### src/hw/rtl/sje_pkg.sv
// Shared types and constants for the semi join engine.
// No dependencies; imported by sje_ctrl, sje_dp, semi_join_engine and tb_top.
`default_nettype none
package sje_pkg;

  localparam int TABLE_DEPTH_DEF = 64;
  localparam int KEY_BITS_DEF    = 32;

  localparam int OPCODE_W   = 2;
  localparam int JOIN_KEY_W = 32;
  localparam int POS_W      = 6;
  localparam int S_TDATA_W  = 40;
  localparam int M_TDATA_W  = 8;
  localparam int APB_ADDR_W = 3;
  localparam int APB_DATA_W = 32;

  // register index, taken from paddr[2]
  localparam logic REG_ANTI_MODE = 1'b0;

  typedef enum logic [OPCODE_W-1:0] {
    OP_BUILD  = 2'd0,
    OP_PROBE  = 2'd1,
    OP_FINISH = 2'd2
  } opcode_t;

  typedef struct packed {
    logic take;
    logic scan_step;
    logic end_step;
  } sje_cmd_t;

  typedef struct packed {
    opcode_t in_op;
    logic    anti_mode;
    logic    slot_free;
    logic    scan_end;
  } sje_sts_t;

endpackage
`default_nettype wire

### src/hw/rtl/sje_ram.sv
// Generic single-write, single-read RAM with registered read data.
// No dependencies.
`default_nettype none
module sje_ram #(
  parameter int WIDTH = 32,
  parameter int DEPTH = 64
) (
  input  wire logic                     clk,
  input  wire logic                     we,
  input  wire logic [$clog2(DEPTH)-1:0] waddr,
  input  wire logic [WIDTH-1:0]         wdata,
  input  wire logic                     re,
  input  wire logic [$clog2(DEPTH)-1:0] raddr,
  output logic      [WIDTH-1:0]         rdata
);

  logic [WIDTH-1:0] mem [DEPTH];

  always_ff @(posedge clk) begin
    if (we) begin
      mem[waddr] <= wdata;
    end
    if (re) begin
      rdata <= mem[raddr];
    end
  end

endmodule
`default_nettype wire

### src/hw/rtl/sje_ctrl.sv
// Controller state machine of the semi join engine.
// Depends on sje_pkg; drives commands to sje_dp from its status.
`default_nettype none
module sje_ctrl (
  input  wire logic              clk,
  input  wire logic              rst,
  input  wire logic              s_tvalid,
  output logic                   s_tready,
  input  wire sje_pkg::sje_sts_t sts,
  output sje_pkg::sje_cmd_t      cmd
);
  import sje_pkg::*;

  typedef enum logic [1:0] {
    IDLE,
    SCAN,
    DONE
  } state_t;

  state_t state;

  assign s_tready      = (state == IDLE);
  assign cmd.take      = (state == IDLE) && s_tvalid;
  assign cmd.scan_step = (state == SCAN) && sts.slot_free;
  assign cmd.end_step  = (state == DONE) && sts.slot_free;

  always_ff @(posedge clk) begin
    if (rst) begin
      state <= IDLE;
    end else begin
      case (state)
        IDLE: begin
          if (s_tvalid) begin
            case (sts.in_op)
              OP_PROBE:  state <= SCAN;
              OP_FINISH: state <= sts.anti_mode ? SCAN : DONE;
              default:   state <= IDLE;
            endcase
          end
        end
        SCAN: begin
          if (sts.slot_free && sts.scan_end) begin
            state <= DONE;
          end
        end
        DONE: begin
          if (sts.slot_free) begin
            state <= IDLE;
          end
        end
        default: state <= IDLE;
      endcase
    end
  end

endmodule
`default_nettype wire

### src/hw/rtl/sje_dp.sv
// Datapath: key RAM, match flags, entry count, scan pipeline, output register.
// Depends on sje_pkg and sje_ram; commanded by sje_ctrl.
`default_nettype none
module sje_dp #(
  parameter int TABLE_DEPTH = sje_pkg::TABLE_DEPTH_DEF,
  parameter int KEY_BITS    = sje_pkg::KEY_BITS_DEF
) (
  input  wire logic                           clk,
  input  wire logic                           rst,
  input  wire sje_pkg::sje_cmd_t              cmd,
  output sje_pkg::sje_sts_t                   sts,
  input  wire logic                           anti_mode,
  input  wire logic [sje_pkg::S_TDATA_W-1:0]  s_tdata,
  output logic                                m_tvalid,
  input  wire logic                           m_tready,
  output logic      [sje_pkg::M_TDATA_W-1:0]  m_tdata,
  output logic                                m_tlast,
  output logic                                m_tuser
);
  import sje_pkg::*;

  localparam int ADDR_W = $clog2(TABLE_DEPTH);
  localparam int CNT_W  = $clog2(TABLE_DEPTH + 1);
  localparam int KEY_W  = (KEY_BITS < JOIN_KEY_W) ? KEY_BITS : JOIN_KEY_W;

  opcode_t               in_op;
  logic [KEY_W-1:0]      in_key;
  opcode_t               op_reg;
  logic [KEY_W-1:0]      key_reg;
  logic [CNT_W-1:0]      count;
  logic [TABLE_DEPTH-1:0] flags;
  logic [CNT_W-1:0]      idx;
  logic                  cmp_valid;
  logic [ADDR_W-1:0]     cmp_idx;
  logic                  pend_valid;
  logic [ADDR_W-1:0]     pend_pos;
  logic [POS_W-1:0]      out_pos;
  logic                  full;
  logic                  issue;
  logic                  we;
  logic [KEY_W-1:0]      rd_data;
  logic                  hit;
  logic                  emit;
  logic                  load;
  logic [POS_W-1:0]      load_pos;
  logic                  load_last;
  logic                  load_none;

  assign in_op  = opcode_t'(s_tdata[OPCODE_W-1:0]);
  assign in_key = s_tdata[OPCODE_W +: KEY_W];
  assign full   = (count == CNT_W'(TABLE_DEPTH));
  assign issue  = (idx < count);
  assign we     = cmd.take && (in_op == OP_BUILD) && !full;

  sje_ram #(
    .WIDTH(KEY_W),
    .DEPTH(TABLE_DEPTH)
  ) u_key_ram (
    .clk  (clk),
    .we   (we),
    .waddr(count[ADDR_W-1:0]),
    .wdata(in_key),
    .re   (cmd.scan_step),
    .raddr(idx[ADDR_W-1:0]),
    .rdata(rd_data)
  );

  assign sts.in_op     = in_op;
  assign sts.anti_mode = anti_mode;
  assign sts.slot_free = !m_tvalid || m_tready;
  assign sts.scan_end  = !issue;

  always_comb begin
    hit = cmp_valid && !flags[cmp_idx];
    if (op_reg == OP_PROBE) begin
      hit  = hit && (rd_data == key_reg);
      emit = hit && !anti_mode;
    end else begin
      emit = hit && anti_mode;
    end
  end

  always_comb begin
    load      = 1'b0;
    load_pos  = POS_W'(pend_pos);
    load_last = 1'b0;
    load_none = 1'b0;
    if (cmd.scan_step && emit && pend_valid) begin
      load = 1'b1;
    end else if (cmd.end_step) begin
      if (pend_valid) begin
        load      = 1'b1;
        load_last = 1'b1;
      end else if (op_reg == OP_FINISH) begin
        load      = 1'b1;
        load_pos  = '0;
        load_last = 1'b1;
        load_none = 1'b1;
      end
    end
  end

  always_ff @(posedge clk) begin
    if (rst) begin
      count      <= '0;
      flags      <= '0;
      cmp_valid  <= 1'b0;
      pend_valid <= 1'b0;
      m_tvalid   <= 1'b0;
      idx        <= '0;
    end else begin
      if (cmd.take) begin
        op_reg    <= in_op;
        key_reg   <= in_key;
        idx       <= '0;
        cmp_valid <= 1'b0;
        if (we) begin
          flags[count[ADDR_W-1:0]] <= 1'b0;
          count <= count + CNT_W'(1);
        end
      end
      if (cmd.scan_step) begin
        cmp_valid <= issue;
        cmp_idx   <= idx[ADDR_W-1:0];
        if (issue) begin
          idx <= idx + CNT_W'(1);
        end
        if (hit && op_reg == OP_PROBE) begin
          flags[cmp_idx] <= 1'b1;
        end
        if (emit) begin
          pend_valid <= 1'b1;
          pend_pos   <= cmp_idx;
        end
      end
      if (cmd.end_step) begin
        pend_valid <= 1'b0;
        if (op_reg == OP_FINISH) begin
          flags <= '0;
          count <= '0;
        end
      end
      if (load) begin
        m_tvalid <= 1'b1;
      end else if (m_tready) begin
        m_tvalid <= 1'b0;
      end
    end
  end

  always_ff @(posedge clk) begin
    if (load) begin
      out_pos <= load_pos;
      m_tlast <= load_last;
      m_tuser <= load_none;
    end
  end

  assign m_tdata = M_TDATA_W'(out_pos);

endmodule
`default_nettype wire

### src/hw/rtl/semi_join_engine.sv
// Semi join / anti semi join engine: top level with the APB register.
// Depends on sje_pkg, sje_ctrl, sje_dp (and sje_ram below it).
//
// Input stream (s_*): opcode build, probe or finish with a join key. A build
// stores the key at the next position (ignored when the table is full). A
// probe reads the stored keys from the key RAM one per cycle while the
// receiver does not stall; in semi mode it streams the positions it newly
// matched, ascending, the last beat with tlast. A finish in anti mode scans
// the match flags the same way and streams the unmatched positions; in semi
// mode, or when none are unmatched, it sends one beat with tuser (none_found)
// and tlast set. A finish empties the table. Build and unused opcodes send
// nothing. A found position is held back so tlast can be set: its beat is
// loaded when the next one is found, the final one when the scan ends.
// Output (m_*) is registered; when the receiver stalls the scan halts and
// holds its place, and a waiting result does not block acceptance of the
// next item. Reset empties the table, clears all match flags and selects
// semi mode. anti_mode is at APB byte address 0.
`default_nettype none
module semi_join_engine #(
  parameter int TABLE_DEPTH = sje_pkg::TABLE_DEPTH_DEF,
  parameter int KEY_BITS    = sje_pkg::KEY_BITS_DEF
) (
  input  wire logic                            clk,
  input  wire logic                            rst,
  input  wire logic                            s_tvalid,
  output logic                                 s_tready,
  input  wire logic [sje_pkg::S_TDATA_W-1:0]   s_tdata,   // opcode[1:0], join_key[33:2]
  output logic                                 m_tvalid,
  input  wire logic                            m_tready,
  output logic      [sje_pkg::M_TDATA_W-1:0]   m_tdata,   // position[5:0]
  output logic                                 m_tlast,
  output logic                                 m_tuser,   // none_found[0]
  input  wire logic                            psel,
  input  wire logic                            penable,
  input  wire logic                            pwrite,
  input  wire logic [sje_pkg::APB_ADDR_W-1:0]  paddr,
  input  wire logic [sje_pkg::APB_DATA_W-1:0]  pwdata,
  output logic      [sje_pkg::APB_DATA_W-1:0]  prdata,
  output logic                                 pready
);
  import sje_pkg::*;

  logic     anti_mode;
  logic     reg_sel;
  sje_cmd_t cmd;
  sje_sts_t sts;

  assign pready  = 1'b1;
  assign reg_sel = (paddr[2] == REG_ANTI_MODE) && (paddr[1:0] == 2'b00);
  assign prdata  = reg_sel ? APB_DATA_W'(anti_mode) : '0;

  always_ff @(posedge clk) begin
    if (rst) begin
      anti_mode <= 1'b0;
    end else if (psel && penable && pwrite && pready && paddr[2] == REG_ANTI_MODE) begin
      anti_mode <= pwdata[0];
    end
  end

  sje_ctrl u_ctrl (
    .clk     (clk),
    .rst     (rst),
    .s_tvalid(s_tvalid),
    .s_tready(s_tready),
    .sts     (sts),
    .cmd     (cmd)
  );

  sje_dp #(
    .TABLE_DEPTH(TABLE_DEPTH),
    .KEY_BITS   (KEY_BITS)
  ) u_dp (
    .clk      (clk),
    .rst      (rst),
    .cmd      (cmd),
    .sts      (sts),
    .anti_mode(anti_mode),
    .s_tdata  (s_tdata),
    .m_tvalid (m_tvalid),
    .m_tready (m_tready),
    .m_tdata  (m_tdata),
    .m_tlast  (m_tlast),
    .m_tuser  (m_tuser)
  );

endmodule
`default_nettype wire

### config.mk
export PLATFORM = sky130hd
export DESIGN_NAME = semi_join_engine
export DESIGN_NICKNAME = d
export VERILOG_FILES = /design/src/hw/rtl/sje_pkg.sv /design/src/hw/rtl/sje_ram.sv /design/src/hw/rtl/sje_ctrl.sv /design/src/hw/rtl/sje_dp.sv /design/src/hw/rtl/semi_join_engine.sv
export SDC_FILE = /design/constraint.sdc
export NUM_CORES = 2
export LEC_CHECK = 0
export CAP_MARGIN = 20
export CORE_MARGIN = 3
export CORE_UTILIZATION = 40
export DETAILED_ROUTE_END_ITERATION = 12
export DONT_BUFFER_PORTS = 1
export PLACE_DENSITY = 0.61
export SYNTH_ARGS = -nofsm -noshare
export SYNTH_HDL_FRONTEND = slang
export SYNTH_SLANG_ARGS = --single-unit
export TNS_END_PERCENT = 5
### constraint.sdc
create_clock -name clk -period 5.1 [get_ports clk]
set_input_delay 0.51 -clock clk [delete_from_list [all_inputs] [get_ports clk]]
set_output_delay 0.51 -clock clk [all_outputs]
set_load 0.005 [all_outputs]
# Yosys cells after proc, flatten, opt, wreduce, memory -nomap -nowiden
# Memory sizes are Yosys's and may differ from the RTL's. A register that Yosys moved wholly into a read port is not among the register bits.
# Index checks and enable logic that the tools add are counted.
[word_totals]
regBits = 138
latch_bits = 0
ram_bits = 2048
rom_bits = 0
inputBits = 82
output_inout_bits = 45
n_memories = 1
[op_classes]
addsub = 2
mul = 0
div = 0
magnitude_cmp = 5
eq_ne = 11
shift = 0
mux = 43
n_bitwise = 6
reduce_logical = 37
[mem_list]
columns = ["name", "depth", "word_bits", "rd", "rd_clocked_by_memory_dff", "wr", "line_no", "source"]
rows = [
  ["u_dp.u_key_ram.mem", 64, 32, 1, 1, 1, "sje_ram.sv:17", "logic [WIDTH-1:0] mem [DEPTH];"],
]
[op_table]
columns = ["operator", "n"]
rows = [
  ["$mux 64", 7],
  ["$and 64x64->64", 1],
  ["$not 64->64", 1],
  ["$or 64x64->64", 1],
  ["$mux 7", 7],
  ["$eq 32x32->1", 1],
  ["$mux 6", 4],
  ["$logic_and 1x1->1", 19],
  ["$mux 1", 16],
  ["$add 7x1->7 const B", 2],
  ["$lt 6x7->1 const B", 2],
  ["$demux 1 s6", 2],
  ["$ge 6x1->1 const B", 2],
  ["$mux 2", 4],
  ["$eq 7x7->1 const B", 1],
  ["$lt 7x7->1", 1],
  ["$bmux 1 s6", 1],
  ["$eq 2x1->1 const B", 3],
  ["$eq 2x2->1 const B", 3],
  ["$logic_not 2->1", 3],
  ["$pmux 2 s3", 1],
  ["$reduce_and 2->1", 3],
  ["$reduce_and 3->1", 2],
  ["$logic_not 1->1", 5],
  ["8 further kinds", 12],
]

# Depth between registers and ports, before layout
[logic_depth]
ltp_word = 14
ltp_mapped = 12
depth_no_buf = 8

# Modules after synthesis
# Synthesis repeated with hierarchy kept, for this count alone.
[hier_totals]
cells_unflattened = 3952
hier_area_um2 = 85447.0
[modules_own_cells]
columns = ["mod", "n_inst", "cells_each", "area_per_inst_um2", "seq_area_each_um2"]
rows = [
  ["sje_ram", 1, 3324, 78835.6, 62459.9],
  ["sje_dp", 1, 568, 6114.6, 3243.1],
  ["semi_join_engine", 1, 40, 330.3, 20.0],
  ["sje_ctrl", 1, 20, 166.4, 40.0],
]

# Worst setup path before layout
# Ideal clock, no wire load.
[synth_path]
path_type = "reg-to-reg"
start = "reg u_ctrl.state[1]"
end = "mem u_dp.u_key_ram.mem[10][0], enable pin"
t_arrival_ns = 2.817
required_time_ns = 4.679
slack_ns = 1.862
path_stages_with_launch = 8
n_path_buf = 2
period_less_slack_ns = 3.238
path_cell_list = "dfxtp_1 -> nor2_1 -> and2_1 -> clkbuf_1 -> and3_1 -> nand2_1 -> clkbuf_1 -> nor2_1"
[synth_via]
elab_chain_cells = 6
[synth_lines]
columns = ["element", "line_no", "source"]
rows = [
  ["start, declared", "sje_ctrl.sv:20", "state_t state;"],
  ["start signal, assigned", "sje_ctrl.sv:36", "OP_FINISH: state <= sts.anti_mode ? SCAN : DONE;"],
  ["$logic_not 2->1", "-", ""],
  ["via s_tready", "semi_join_engine.sv:26", "output logic s_tready,"],
  ["$logic_and 1x1->1", "sje_ctrl.sv:23", "assign cmd.take = (state == IDLE) && s_tvalid;"],
  ["$logic_and 1x1->1 (2 in series)", "sje_dp.sv:53", "assign we = cmd.take && (in_op == OP_BUILD) && !full;"],
  ["$mux 1", "sje_ram.sv:20", "if (we) begin"],
  ["$mux 1 (not written as such)", "sje_ram.sv:21", "mem[waddr] <= wdata;"],
  ["end, declared", "sje_ram.sv:17", ""],
]
# The timed path passes the listed nets, and every way through them passes these cells.

# Worst setup path in the final report
[layout_path]
start = "reg u_ctrl.state[1]"
end = "mem u_dp.u_key_ram.mem[60][27], enable pin"
# Same word-level chain as after synthesis.

==> impl_results.md <==
* Die width at 469 um
* Total chip power at 36.4 mW
* Setup WS post-layout at 1440 ps
* Mux cell area share after synthesis at 0.180
* CP endpoint kind: register
* Die Ht at 469 um
* Final estimated routing congestion in global placement at 0.803
* Register area at 65,800 um^2
* Via count at 39,400
* Leak pwr at 29.3 nW
* Total negative slack at 0 ps
* Sw Share at 0.200
* Combinational family with the most area after synthesis: multiplexers
* Post-CTS Setup Bufs at 0
* Min Hold Slack at 73.9 ps
* Max reg flops at 2,048
* Buffer depth of the longest clock path at 3
* Regs by FF count: u_dp.u_key_ram.mem (2048), u_dp.flags (64)
* Slew margin rel. at 0.225
* Compound-cell area share of the yosys netlist at 0.0195
* Cells after Synth at 3,624
* CTS tree: done
* Initial Util at 0.403
* Async set-reset flop share out of synthesis at 0
* Most frequent CP cell: buf_4
* Non-filler cells, final at 6,857
* DR WL/cell at 30.1 um
* First-pass GRT wire length at 297 mm
* Worst Setup Path Type: reg -> reg
* Drt first pass iters at 7
* Clk_lat worst skew at 860 ps
* Cts bufs inserted at 219
* # setup viols final at 0
* Full die area at 220,000 um^2
* WL final at 206 mm
* Slew Limit Fails at 0
* Fillers at 17,300
* DRC Markers at 0
* H-tree depth at 4
* Worst-path clk slew at 60 ps
* Mapped Area at 85,600 um^2
* Max-cap violations at 0
* Tmin final at 3660 ps
* Initial antenna violation count at 15
* Layout cells sized above 1 at 0.315
* Combinational share of power at 0.015
* I/O Buffers at 0
* Rows at 169
* DRT iter0 DRCs at 4,445
* CP Max Fanout at 22
* Synthesized area per cell at 23.6 um^2
* Period utilization at 0.718
* Core Area at 213,000 um^2
* DPL Wire Length at 115 mm
* Sequential-to-total area share from yosys stat at 0.768
* Number of synthesized flops with an enable pin at 2,134
* Number of library cell types mapped by synthesis at 57
* Synth Area in Adders at 0.00175
* Clock Power Share at 0.436
* Required time of the critical path at 5580 ps
* RSZ-0062 raised after global routing: false
* Internal power at 29.1 mW
* Post-Synth Simple-Gate Area at 0.0120
* Overall global routing resource usage at 0.188
* Post_cts resized at 0
* Flop and latch count out of synthesis at 2,218
* I/O pin total at 127
* Crit path buf inv count at 2
* Clock sink count at 2,218
* Vias in the first global route at 40,200
* Top achievable clock speed at 273 MHz
* Fin nets at 3,945
* Worst Tran Pin Value at 1160 ps
* Sequential share of power at 0.549
* Cell total after placement at 6,381
* Clock Skew at 33.6 ps
* Arr. time, crit path at 4140 ps
* Clk root buf: clkbuf_16
* Gr ovfl total at 0
* Ys Warns at 0
* Hold crit path type: in -> reg
* Critical path cell sequence: nor2_1, and2_1, nand3_1, buf_4, nor2_4, buf_4
* Vias per Instance at 5.75
* Pwr Density at 370 nW/um^2
* Main synth FF type: edfxtp_1
* Family with the most delay on the worst path: simple AND/OR/NAND/NOR gates
* Area Overhead vs Synth at 14.9%
* Crit-path max cell delay at 770 ps
* Area of the multi-input gates at 19,200 um^2
* Startpoint types: register
* Pre-CTS WS at 1310 ps
* P_sw at 7.27 mW
* Post-synthesis xor/xnor area fraction at 0.00389
* Hold Fails Final Rpt at 0
* Top reg by flops: u_dp.u_key_ram.mem
* Worst-path cell with the longest stage delay: nand3_1
* Status: completed
* Worst vdd ir at 0.374 mV
* Pin count of the biggest net entering global routing at 89
* ANT nets after route at 0
[synth_stat cells (15+ instances only)]
master    instances  share of area
edfxtp_1       2134           0.75
mux4_2          675           0.18
clkbuf_1        115         0.0050
nor2_1           92         0.0040
dfxtp_1          84          0.020
o211ai_1         66         0.0058
buf_4            51         0.0045
buf_2            37         0.0022
buf_1            35         0.0015
o41ai_1          35         0.0036
xnor2_1          34         0.0035
nand3_1          31         0.0018
o41ai_2          30         0.0057
nand2_1          24         0.0011
inv_1            16        0.00070
nor2b_1          15         0.0011
[metal layers]
layer | global-route usage | wire length [um]
met1 | 0.264 | 85800
met4 | 0.0456 | 4330
met3 | 0.0336 | 13900
met5 | 0 | 13
met2 | 0.308 | 102000
[cell type report]
cell class	instances	area share
Sequential cell	2218	0.669
Multi-Input combinational cell	1177	0.195
Clock buffer	273	0.0582
Tap cell	2821	0.0359
Timing Repair Buffer	219	0.0276
Clock inverter	131	0.0135
Inverter	16	0.000611
Antenna cell	2	0.0000509
[worst reg2reg max path, stage by stage, from the launching register on]
cell and delay (ps):
dfxtp_1 350, nor2_1 260, and2_1 360, nand3_1 770, buf_4 470, nor2_4 530
buf_4 530
[cells in the final DEF, fill, tap and decap left out, types with 15 or more instances in the layout]
cell           netlist  layout
buf_4               51     122
clkinv_2             0      43
mux4_2             675     675
o41ai_2             30      30
o211ai_1            66      66
dlygate4sd3_1        0      37
buf_12               0      27
dfxtp_1             84      78
clkbuf_1           115      52
nand2_1             24      23
nor2b_1             15      15
xnor2_1             34      34
buf_16               0      32
nand3_1             31      29
bufinv_16            0      20
o41ai_1             35      35
inv_1               16      15
nor2_1              92      27
clkinv_1             0      51
nor2_4               0      65
edfxtp_1          2134    2134
clkbuf_16            0     221
conb_1               2      34
[path summary, 6_finish.rpt]
kind / start / to / slack (ps) / cells past startpoint
worst min-delay path: s_tdata[33] / u_dp.u_key_ram.mem[36][31] / 70 / 1
worst max-delay path: u_ctrl.state[1] / u_dp.u_key_ram.mem[60][27] / 1440 / 6
worst min register to register: u_dp.flags[29] / u_dp.flags[29] / 500 / 2
worst max register to register: u_ctrl.state[1] / u_dp.u_key_ram.mem[60][27] / 1440 / 6
[through the flow]
stage                      util  cell area, um^2
after floorplan               -            85700
after global placement    0.424            90000
after detailed placement  0.424            90000
after CTS                 0.463            98300
after global routing      0.463            98300
final                     0.463            98300
[timing repair]
action / 4_1_cts / 5_1_grt
hold buffers: 69 / 0
endpoints found under the hold margin: 2109 / 0
endpoints found under the setup margin: 0 / 0
[power groups by stage]
| stage | Sequential (mW) | Combinational [mW] | Clock (mW) |
|---|---|---|---|
| 2_1_floorplan | 20.4 | 0.128 | 0 |
| 3_5_place_dp | 20.4 | 0.169 | 0 |
| 4_1_cts | 20.0 | 0.540 | 16.2 |
| 3_3_place_gp | 20.4 | 0.169 | 0 |
| 5_1_grt | 20.0 | 0.576 | 16.9 |
| 6_report | 20.0 | 0.536 | 15.9 |
[logic make-up after synthesis]
| logic type | after synthesis |
|---|---|
| mux | 692 |
| other cells | 2 |
| fa+ha+maj | 12 |
| flops | 2218 |
| buf+inv | 261 |
| xor+xnor | 38 |
| compound gates | 186 |
| simple gates | 215 |
No activity file was read; power rests on OpenSTA's default activity.
